### src/rtl/asob_pkg.sv
// Shared types, constants and the divider step for the source-over blender.
package asob_pkg;

	localparam int CHAN_W         = 8;
	localparam int NCHAN          = 3;
	localparam int PIX_W          = 32;
	localparam int W_W            = 16;
	localparam int NUM_W          = 24;
	localparam int BITS_PER_STAGE = 2;
	localparam int DIV_STAGES     = CHAN_W / BITS_PER_STAGE;

	// floor(w/255) == (w * 0x8081) >> 23 for every 16-bit w
	localparam logic [W_W-1:0] ALPHA_RECIP = 16'h8081;
	localparam int             ALPHA_SHIFT = 23;
	localparam logic [CHAN_W-1:0] CHAN_MAX = 8'hFF;

	// one colour channel in the restoring divider
	typedef struct packed {
		logic [W_W-1:0]    rem;
		logic [CHAN_W-1:0] low;
		logic [CHAN_W-1:0] quo;
	} div_lane_t;

	// everything that travels down the divider chain
	typedef struct packed {
		logic                         valid;
		logic                         zero;
		logic [W_W-1:0]               w;
		logic [CHAN_W-1:0]            alpha;
		div_lane_t [NCHAN-1:0]        lane;
	} div_word_t;

	// one restoring step: shift in a dividend bit, subtract if it fits
	function automatic div_lane_t div_step(input div_lane_t l, input logic [W_W-1:0] w);
		logic [W_W:0] trial;
		div_lane_t    r;
		trial = {l.rem, l.low[CHAN_W-1]};
		r.low = {l.low[CHAN_W-2:0], 1'b0};
		if (trial >= {1'b0, w}) begin
			r.rem = W_W'(trial - {1'b0, w});
			r.quo = {l.quo[CHAN_W-2:0], 1'b1};
		end else begin
			r.rem = trial[W_W-1:0];
			r.quo = {l.quo[CHAN_W-2:0], 1'b0};
		end
		return r;
	endfunction

endpackage

### src/rtl/asob_in_if.sv
// Input channel: destination and source pixel pair with valid/ready.
interface asob_in_if;
	logic                        valid;
	logic                        ready;
	logic [asob_pkg::PIX_W-1:0]  dest_pixel;
	logic [asob_pkg::PIX_W-1:0]  source_pixel;

	modport source (output valid, output dest_pixel, output source_pixel, input ready);
	modport sink (input valid, input dest_pixel, input source_pixel, output ready);
endinterface

### src/rtl/asob_out_if.sv
// Output channel: blended pixel with valid/ready.
interface asob_out_if;
	logic                        valid;
	logic                        ready;
	logic [asob_pkg::PIX_W-1:0]  blended_pixel;

	modport source (output valid, output blended_pixel, input ready);
	modport sink (input valid, input blended_pixel, output ready);
endinterface

### src/rtl/asob_front.sv
// Front pipeline: weights, numerators, total weight, alpha and divider setup.
module asob_front (
	input  logic                        clk,
	input  logic                        arst_n,
	input  logic                        en,
	input  logic                        in_valid,
	input  logic [asob_pkg::PIX_W-1:0]  dest_pixel,
	input  logic [asob_pkg::PIX_W-1:0]  source_pixel,
	output asob_pkg::div_word_t         word_s3
);
	import asob_pkg::*;

	logic                     valid_s1, valid_s2;
	logic [W_W-1:0]           sw_s1, dw_s1;
	logic [CHAN_W-1:0]        src_col_s1 [NCHAN];
	logic [CHAN_W-1:0]        dst_col_s1 [NCHAN];
	logic [W_W-1:0]           w_s2;
	logic [NUM_W-1:0]         num_s2 [NCHAN];

	logic [CHAN_W-1:0]        sa, da;
	logic [W_W-1:0]           sw_c, dw_c;
	logic [W_W:0]             w_sum;
	logic [NUM_W:0]           num_c [NCHAN];
	logic [2*W_W-1:0]         alpha_prod;

	// stage 1: per-pixel weights
	assign sa   = source_pixel[PIX_W-1 -: CHAN_W];
	assign da   = dest_pixel[PIX_W-1 -: CHAN_W];
	assign sw_c = {sa, {CHAN_W{1'b0}}} - W_W'(sa);
	assign dw_c = W_W'(da) * W_W'(CHAN_MAX - sa);

	always_ff @(posedge clk or negedge arst_n) begin
		if (!arst_n) begin
			valid_s1 <= 1'b0;
		end else if (en) begin
			valid_s1 <= in_valid;
		end
	end

	always_ff @(posedge clk) begin
		if (en) begin
			sw_s1 <= sw_c;
			dw_s1 <= dw_c;
			for (int c = 0; c < NCHAN; c++) begin
				src_col_s1[c] <= source_pixel[c*CHAN_W +: CHAN_W];
				dst_col_s1[c] <= dest_pixel[c*CHAN_W +: CHAN_W];
			end
		end
	end

	// stage 2: total weight and weighted colour sums
	assign w_sum = {1'b0, sw_s1} + {1'b0, dw_s1};
	always_comb begin
		for (int c = 0; c < NCHAN; c++) begin
			num_c[c] = (NUM_W+1)'(NUM_W'(src_col_s1[c]) * NUM_W'(sw_s1))
			         + (NUM_W+1)'(NUM_W'(dst_col_s1[c]) * NUM_W'(dw_s1));
		end
	end

	always_ff @(posedge clk or negedge arst_n) begin
		if (!arst_n) begin
			valid_s2 <= 1'b0;
		end else if (en) begin
			valid_s2 <= valid_s1;
		end
	end

	always_ff @(posedge clk) begin
		if (en) begin
			w_s2 <= w_sum[W_W-1:0];
			for (int c = 0; c < NCHAN; c++) begin
				num_s2[c] <= num_c[c][NUM_W-1:0];
			end
		end
	end

	// stage 3: alpha by reciprocal, load divider (quotient fits 8 bits, so rem < w)
	assign alpha_prod = (2*W_W)'(w_s2) * (2*W_W)'(ALPHA_RECIP);

	always_ff @(posedge clk or negedge arst_n) begin
		if (!arst_n) begin
			word_s3 <= '0;
		end else if (en) begin
			word_s3.valid <= valid_s2;
			word_s3.zero  <= (w_s2 == '0);
			word_s3.w     <= w_s2;
			word_s3.alpha <= alpha_prod[ALPHA_SHIFT +: CHAN_W];
			for (int c = 0; c < NCHAN; c++) begin
				word_s3.lane[c].rem <= num_s2[c][NUM_W-1 -: W_W];
				word_s3.lane[c].low <= num_s2[c][CHAN_W-1:0];
				word_s3.lane[c].quo <= '0;
			end
		end
	end

endmodule

### src/rtl/asob_div_stage.sv
// One divider stage: a few restoring steps for every colour channel.
module asob_div_stage (
	input  logic                 clk,
	input  logic                 arst_n,
	input  logic                 en,
	input  asob_pkg::div_word_t  word_in,
	output asob_pkg::div_word_t  word_sn
);
	import asob_pkg::*;

	div_word_t nxt;

	// advance each lane by the stage's share of quotient bits
	always_comb begin
		nxt = word_in;
		for (int c = 0; c < NCHAN; c++) begin
			for (int b = 0; b < BITS_PER_STAGE; b++) begin
				nxt.lane[c] = div_step(nxt.lane[c], word_in.w);
			end
		end
	end

	always_ff @(posedge clk or negedge arst_n) begin
		if (!arst_n) begin
			word_sn <= '0;
		end else if (en) begin
			word_sn <= nxt;
		end
	end

endmodule

### src/rtl/argb_source_over_blend.sv
// Top level of the source-over ARGB8888 compositor.
//
// Channels: in_ch carries a destination and a source pixel (ARGB, 8 bits
// per channel, straight alpha); out_ch returns their source-over composite.
// Both use valid/ready; a transfer happens when valid and ready are high.
//
// From input transfer to output valid a pixel passes three front stages
// (weights, weighted sums, alpha and divider load) and four divider
// stages that each resolve two quotient bits of all three colour channels.
// Fully pipelined: one pixel per clock unless the receiver stalls.
//
// When the receiver stalls with a result waiting, the whole pipeline holds
// and in_ch.ready drops; while the output is empty the pipeline advances
// and bubbles move along with it. Nothing is lost or repeated.
//
// Reset clears all valid bits; in_ch.ready is high as soon as reset is
// released. Both alphas zero gives a zero pixel.
module argb_source_over_blend (
	input  logic        clk,
	input  logic        arst_n,
	asob_in_if.sink     in_ch,
	asob_out_if.source  out_ch
);
	import asob_pkg::*;

	logic      en;
	div_word_t word [DIV_STAGES+1];
	div_word_t last;

	// advance all stages unless a result is waiting on a stalled receiver
	assign en          = !last.valid || out_ch.ready;
	assign in_ch.ready = en;

	asob_front u_front (
		.clk          (clk),
		.arst_n       (arst_n),
		.en           (en),
		.in_valid     (in_ch.valid),
		.dest_pixel   (in_ch.dest_pixel),
		.source_pixel (in_ch.source_pixel),
		.word_s3      (word[0])
	);

	for (genvar g = 0; g < DIV_STAGES; g++) begin : g_div
		asob_div_stage u_stage (
			.clk     (clk),
			.arst_n  (arst_n),
			.en      (en),
			.word_in (word[g]),
			.word_sn (word[g+1])
		);
	end

	assign last = word[DIV_STAGES];

	// pack the result; zero total weight gives a zero pixel
	assign out_ch.valid = last.valid;
	always_comb begin
		if (last.zero) begin
			out_ch.blended_pixel = '0;
		end else begin
			out_ch.blended_pixel = {last.alpha, last.lane[2].quo,
			                        last.lane[1].quo, last.lane[0].quo};
		end
	end

	// input is refused only while a finished result waits
	a_ready_stall: assert property (@(posedge clk) disable iff (!arst_n)
		!in_ch.ready |-> (out_ch.valid && !out_ch.ready))
		else $error("input refused without an output stall");

	// divider load must start with partial remainders below the weight
	a_div_load: assert property (@(posedge clk) disable iff (!arst_n)
		(word[0].valid && !word[0].zero) |->
		((word[0].lane[0].rem < word[0].w) && (word[0].lane[1].rem < word[0].w) &&
		 (word[0].lane[2].rem < word[0].w)))
		else $error("divider loaded with remainder not below weight");

	// finished division leaves every remainder below the weight
	a_div_done: assert property (@(posedge clk) disable iff (!arst_n)
		(last.valid && !last.zero) |->
		((last.lane[0].rem < last.w) && (last.lane[1].rem < last.w) &&
		 (last.lane[2].rem < last.w)))
		else $error("final remainder not below weight");

endmodule

### src/flat_wrapper.sv
// flat-port wrapper written by rule: the top's interface ports become plain ports
module argb_source_over_blend_flat import asob_pkg::*;
  (clk, arst_n, in_ch_valid, in_ch_dest_pixel, in_ch_source_pixel, in_ch_ready, out_ch_valid, out_ch_blended_pixel, out_ch_ready);
  asob_in_if in_ch_i ();
  asob_out_if out_ch_i ();
  input  logic clk;
  input  logic arst_n;
  input wire logic [$bits(in_ch_i.valid)-1:0] in_ch_valid;
  input wire logic [$bits(in_ch_i.dest_pixel)-1:0] in_ch_dest_pixel;
  input wire logic [$bits(in_ch_i.source_pixel)-1:0] in_ch_source_pixel;
  output wire logic [$bits(in_ch_i.ready)-1:0] in_ch_ready;
  output wire logic [$bits(out_ch_i.valid)-1:0] out_ch_valid;
  output wire logic [$bits(out_ch_i.blended_pixel)-1:0] out_ch_blended_pixel;
  input wire logic [$bits(out_ch_i.ready)-1:0] out_ch_ready;
  assign in_ch_i.valid = in_ch_valid;
  assign in_ch_i.dest_pixel = in_ch_dest_pixel;
  assign in_ch_i.source_pixel = in_ch_source_pixel;
  assign in_ch_ready = in_ch_i.ready;
  assign out_ch_valid = out_ch_i.valid;
  assign out_ch_blended_pixel = out_ch_i.blended_pixel;
  assign out_ch_i.ready = out_ch_ready;
  argb_source_over_blend u_core (.clk(clk), .arst_n(arst_n), .in_ch(in_ch_i), .out_ch(out_ch_i));
endmodule
### config.mk
export PLATFORM = sky130hd
export DESIGN_NAME = argb_source_over_blend_flat
export DESIGN_NICKNAME = d
export VERILOG_FILES = /design/src/rtl/asob_pkg.sv /design/src/rtl/asob_in_if.sv /design/src/rtl/asob_out_if.sv /design/src/rtl/asob_front.sv /design/src/rtl/asob_div_stage.sv /design/src/rtl/argb_source_over_blend.sv /design/src/flat_wrapper.sv
export SDC_FILE = /design/constraint.sdc
export NUM_CORES = 2
export LEC_CHECK = 0
export BUFFER_PORTS_ARGS = -buffer_cell sky130_fd_sc_hd__buf_2
export CORE_MARGIN = 5
export CORE_UTILIZATION = 70
export CTS_BUF_LIST = sky130_fd_sc_hd__clkbuf_8
export DETAILED_ROUTE_END_ITERATION = 8
export GPL_TIMING_DRIVEN = 0
export PLACE_DENSITY_LB_ADDON = 0.08
export SYNTH_ARGS = -nofsm -noshare
export SYNTH_HDL_FRONTEND = slang
export SYNTH_SLANG_ARGS = --single-unit
### constraint.sdc
create_clock -name clk -period 11.1 [get_ports clk]
set_input_delay 0.555 -clock clk [delete_from_list [all_inputs] [get_ports clk]]
set_output_delay 0.555 -clock clk [all_outputs]
set_load 0.02 [all_outputs]
==> results.toml <==
[grt]
grt_pass1_wl_mm = 323
grt-ovfl-total = 0
grt_max_degree = 122
antenna_found_initial = 4
first_global_vias = 57800
grt_usage = 0.406

[timing]
setup_violations = 0
final.setup.tns_ns = 0
rsz0062_at_grt = "no"
fmax_ghz = 0.126
finalCritPeriodShare = 0.718
hold_viol_final = 0
fin_ws_ns = 3.13
max-slew-margin-rel = 0.00145
tightest_slew_ns = 1.50
min_period_ns = 7.97
fin_skew_ns = 0.0749
slew_violations = 0

[min_path]
hold_path.class = "in -> reg"
min_from = "in_ch_source_pixel[24]"
min_to = "u_core.u_front.sw_s1[0]"
hold_path_depth = 1

[layout]
area_growth_pct = 7.24
multi_input_area_um2 = 47500
final_cell_mix = "1,275 x nand2_1, 980 x inv_1, 715 x ha_1, 683 x fa_1, 428 x dfrtp_1"
n_fill_cell = 7086
drive_gt1_frac = 0.0515
final_util = 0.755
nets = 9342
stdcell_count = 9244
layout.area.seq_um2 = 15800
final_common_cell = "nand2_1"

[logic_synthesis]
synthDistinctLibCells = 84
avgSynthCellArea_um2 = 8.92
synth_area_leaders = "fa_1 20%, dfrtp_1 16%, ha_1 13%"
seq_area_frac_synth = 0.232
netlist.area_leader.share = 0.201
synth_edf_count = 168
yosysWarnings = 0
synth_area_um2 = 67900
ys_async_sr_fraction = 0.718
synth_ff_type = "dfrtp_1"
synth_cells = 7616
syn_nets = 9082
synth_top_cell_by_area = "fa_1"
synth_seq_cells = 596

[routing]
wire_per_inst_um = 22.6
ant_nets = 0
vias_per_cell = 6.15
met3_length_mm = 16.0
wl_met2_mm = 96.1
drtPass1Iterations = 6
wl_mm = 209
highest_layer = "met4"
drt-initial-drc-count = 4764
vias = 56800
drc_errors = 0
wl_met1_mm = 74.7

[worst_setup_path]
crit_arrival_ns = 8.45
cp_common_cell = "fa_1"
worst_ep_required_time_ns = 11.58
reg2reg_slack_ns = 3.13
critical_path.cell_chain = "clkbuf_1 > nand2_1 > fa_1 > fa_1 > fa_1 > inv_1 > fa_1 > fa_1 > inv_1 > fa_1 > inv_1 > ha_1 > o21a_1 > o21ai_0 > o211ai_1 > a41o_1 > nand3_1 > nand2_1 > a21o_1 > a21o_1 > a31oi_1 > xnor2_1"
timing.setup.critical_path_class = "reg -> reg"
critPathLaunchType = "flip-flop"
crit_family = "adder cells"
reg2reg_from = "u_core.u_front.sw_s1[1]"
r2r-end = "u_core.u_front.num_s2[0][23]"
critPathSlowestCell = "clkbuf_1"
max_stage_delay_ns = 0.79
r2r_cells = 22
critPathMaxFanout = 10
crit_buf_inv = 4
cp-end-kind = "flip-flop"

[outcome]
outcome = "finished, violations left"
failed_checks = "capacitance limit"

[clocking]
cts_buffers = 101
path_clk_slew_ns = 0.06
clock_path_buffers = 3
root_buffer = "clkbuf_8"
ctsHtreeMaxLevel = 3
clk_latency_ns = 0.80
cts_resized = 0
cts_tree = "done"
clock_sinks = 596

[floorplanning]
ios = 102
row_count = 114
coreArea_um2 = 96400
start_util = 0.704
fp.dieH_um = 321
die_area_um2 = 103000
die_w_um = 321

[flow_run]
max-cap-violations = 1

[placed_design]
hpwl_mm = 165
routabilityCongestion = 0.996
io_buffers = 101
pre_cts_slack_ns = 3.36
numPlacedInstances = 8999
## cells in the mapped netlist, types with 168 or more instances
master,n
nand2_1,1275
o21ai_0,312
clkbuf_1,234
nor2_1,413
a21oi_1,416
dfrtp_1,428
inv_1,945
xnor2_1,244
fa_1,683
edfxtp_1,168
and2_1,362
ha_1,715
## timing repair
item | CTS | global route
buffers inserted | 0 | 0
setup endpoints to repair | 0 | 0
endpoints found under the hold margin | 102 | 0
hold buffers | 50 | 0
## sequential cells by signal, indices dropped and copies added (netlist names), 16 cells and up
signal,count
u_core.u_front.dw_s1,16
u_core.u_front.w_s2,16
u_core.g_div.u_stage.word_sn,328
u_core.u_front.num_s2,72
u_core.u_front.sw_s1,16
u_core.u_front.dst_col_s1,24
u_core.u_front.word_s3,98
u_core.u_front.src_col_s1,24
## per-layer routing
metal / GRT usage / vias up
met5: 0 / -
met4: 0.327 / 0
met3: 0.0639 / 904
met2: 0.657 / 2694
met1: 0.482 / 27600
li1: - / 25600
## through the flow
stage | hold slack, ns | cell area (um^2)
after global routing | 0.122 | 72800
after floorplan | 0.259 | 67900
after detailed placement | 0.431 | 70200
after CTS | 0.0997 | 72800
after global placement | 0.426 | 70000
final | 0.152 | 72800
## area by class of cell
class                   count  area share
well taps                1276      0.0219
clock buffers             122      0.0231
flip-flops and latches    596       0.216
plain buffers             269      0.0146
repair buffers            157      0.0162
inverters                 947      0.0488
diodes                     10    0.000344
clock inverters            63     0.00595
multi-input cells        5804       0.653
## cell families after synthesis
group                      after synthesis  share of synthesized area
adders and majority gates             1398                      0.333
DFF                                    596                      0.232
buffers and inverters                 1216                     0.0680
xor gates and xnor gates               344                     0.0444
muxes                                  209                     0.0327
and+or+nand+nor                       2635                      0.179
AOI/OAI and AO/OA                     1218                      0.111
## worst max-delay path by stage
stage                                       to  depth (start not counted)  slack, ns                                 start
2_1_floorplan  u_core.u_front.dst_col_s1[0][0]                          5       4.38  u_core.g_div[3].u_stage.word_sn[121]
4_1_cts           u_core.u_front.num_s2[0][23]                         22       3.32               u_core.u_front.sw_s1[1]
3_5_place_dp      u_core.u_front.num_s2[0][23]                         22       3.36               u_core.u_front.sw_s1[1]
6_report          u_core.u_front.num_s2[0][23]                         22       3.13               u_core.u_front.sw_s1[1]
5_1_grt           u_core.u_front.num_s2[1][22]                         20       2.97               u_core.u_front.sw_s1[6]
3_3_place_gp                       in_ch_ready                          7       0.14                          out_ch_ready
Power is left out: the tool's default activity adds up to more than one toggle a clock period on the data nets, which glitch-free logic cannot reach.
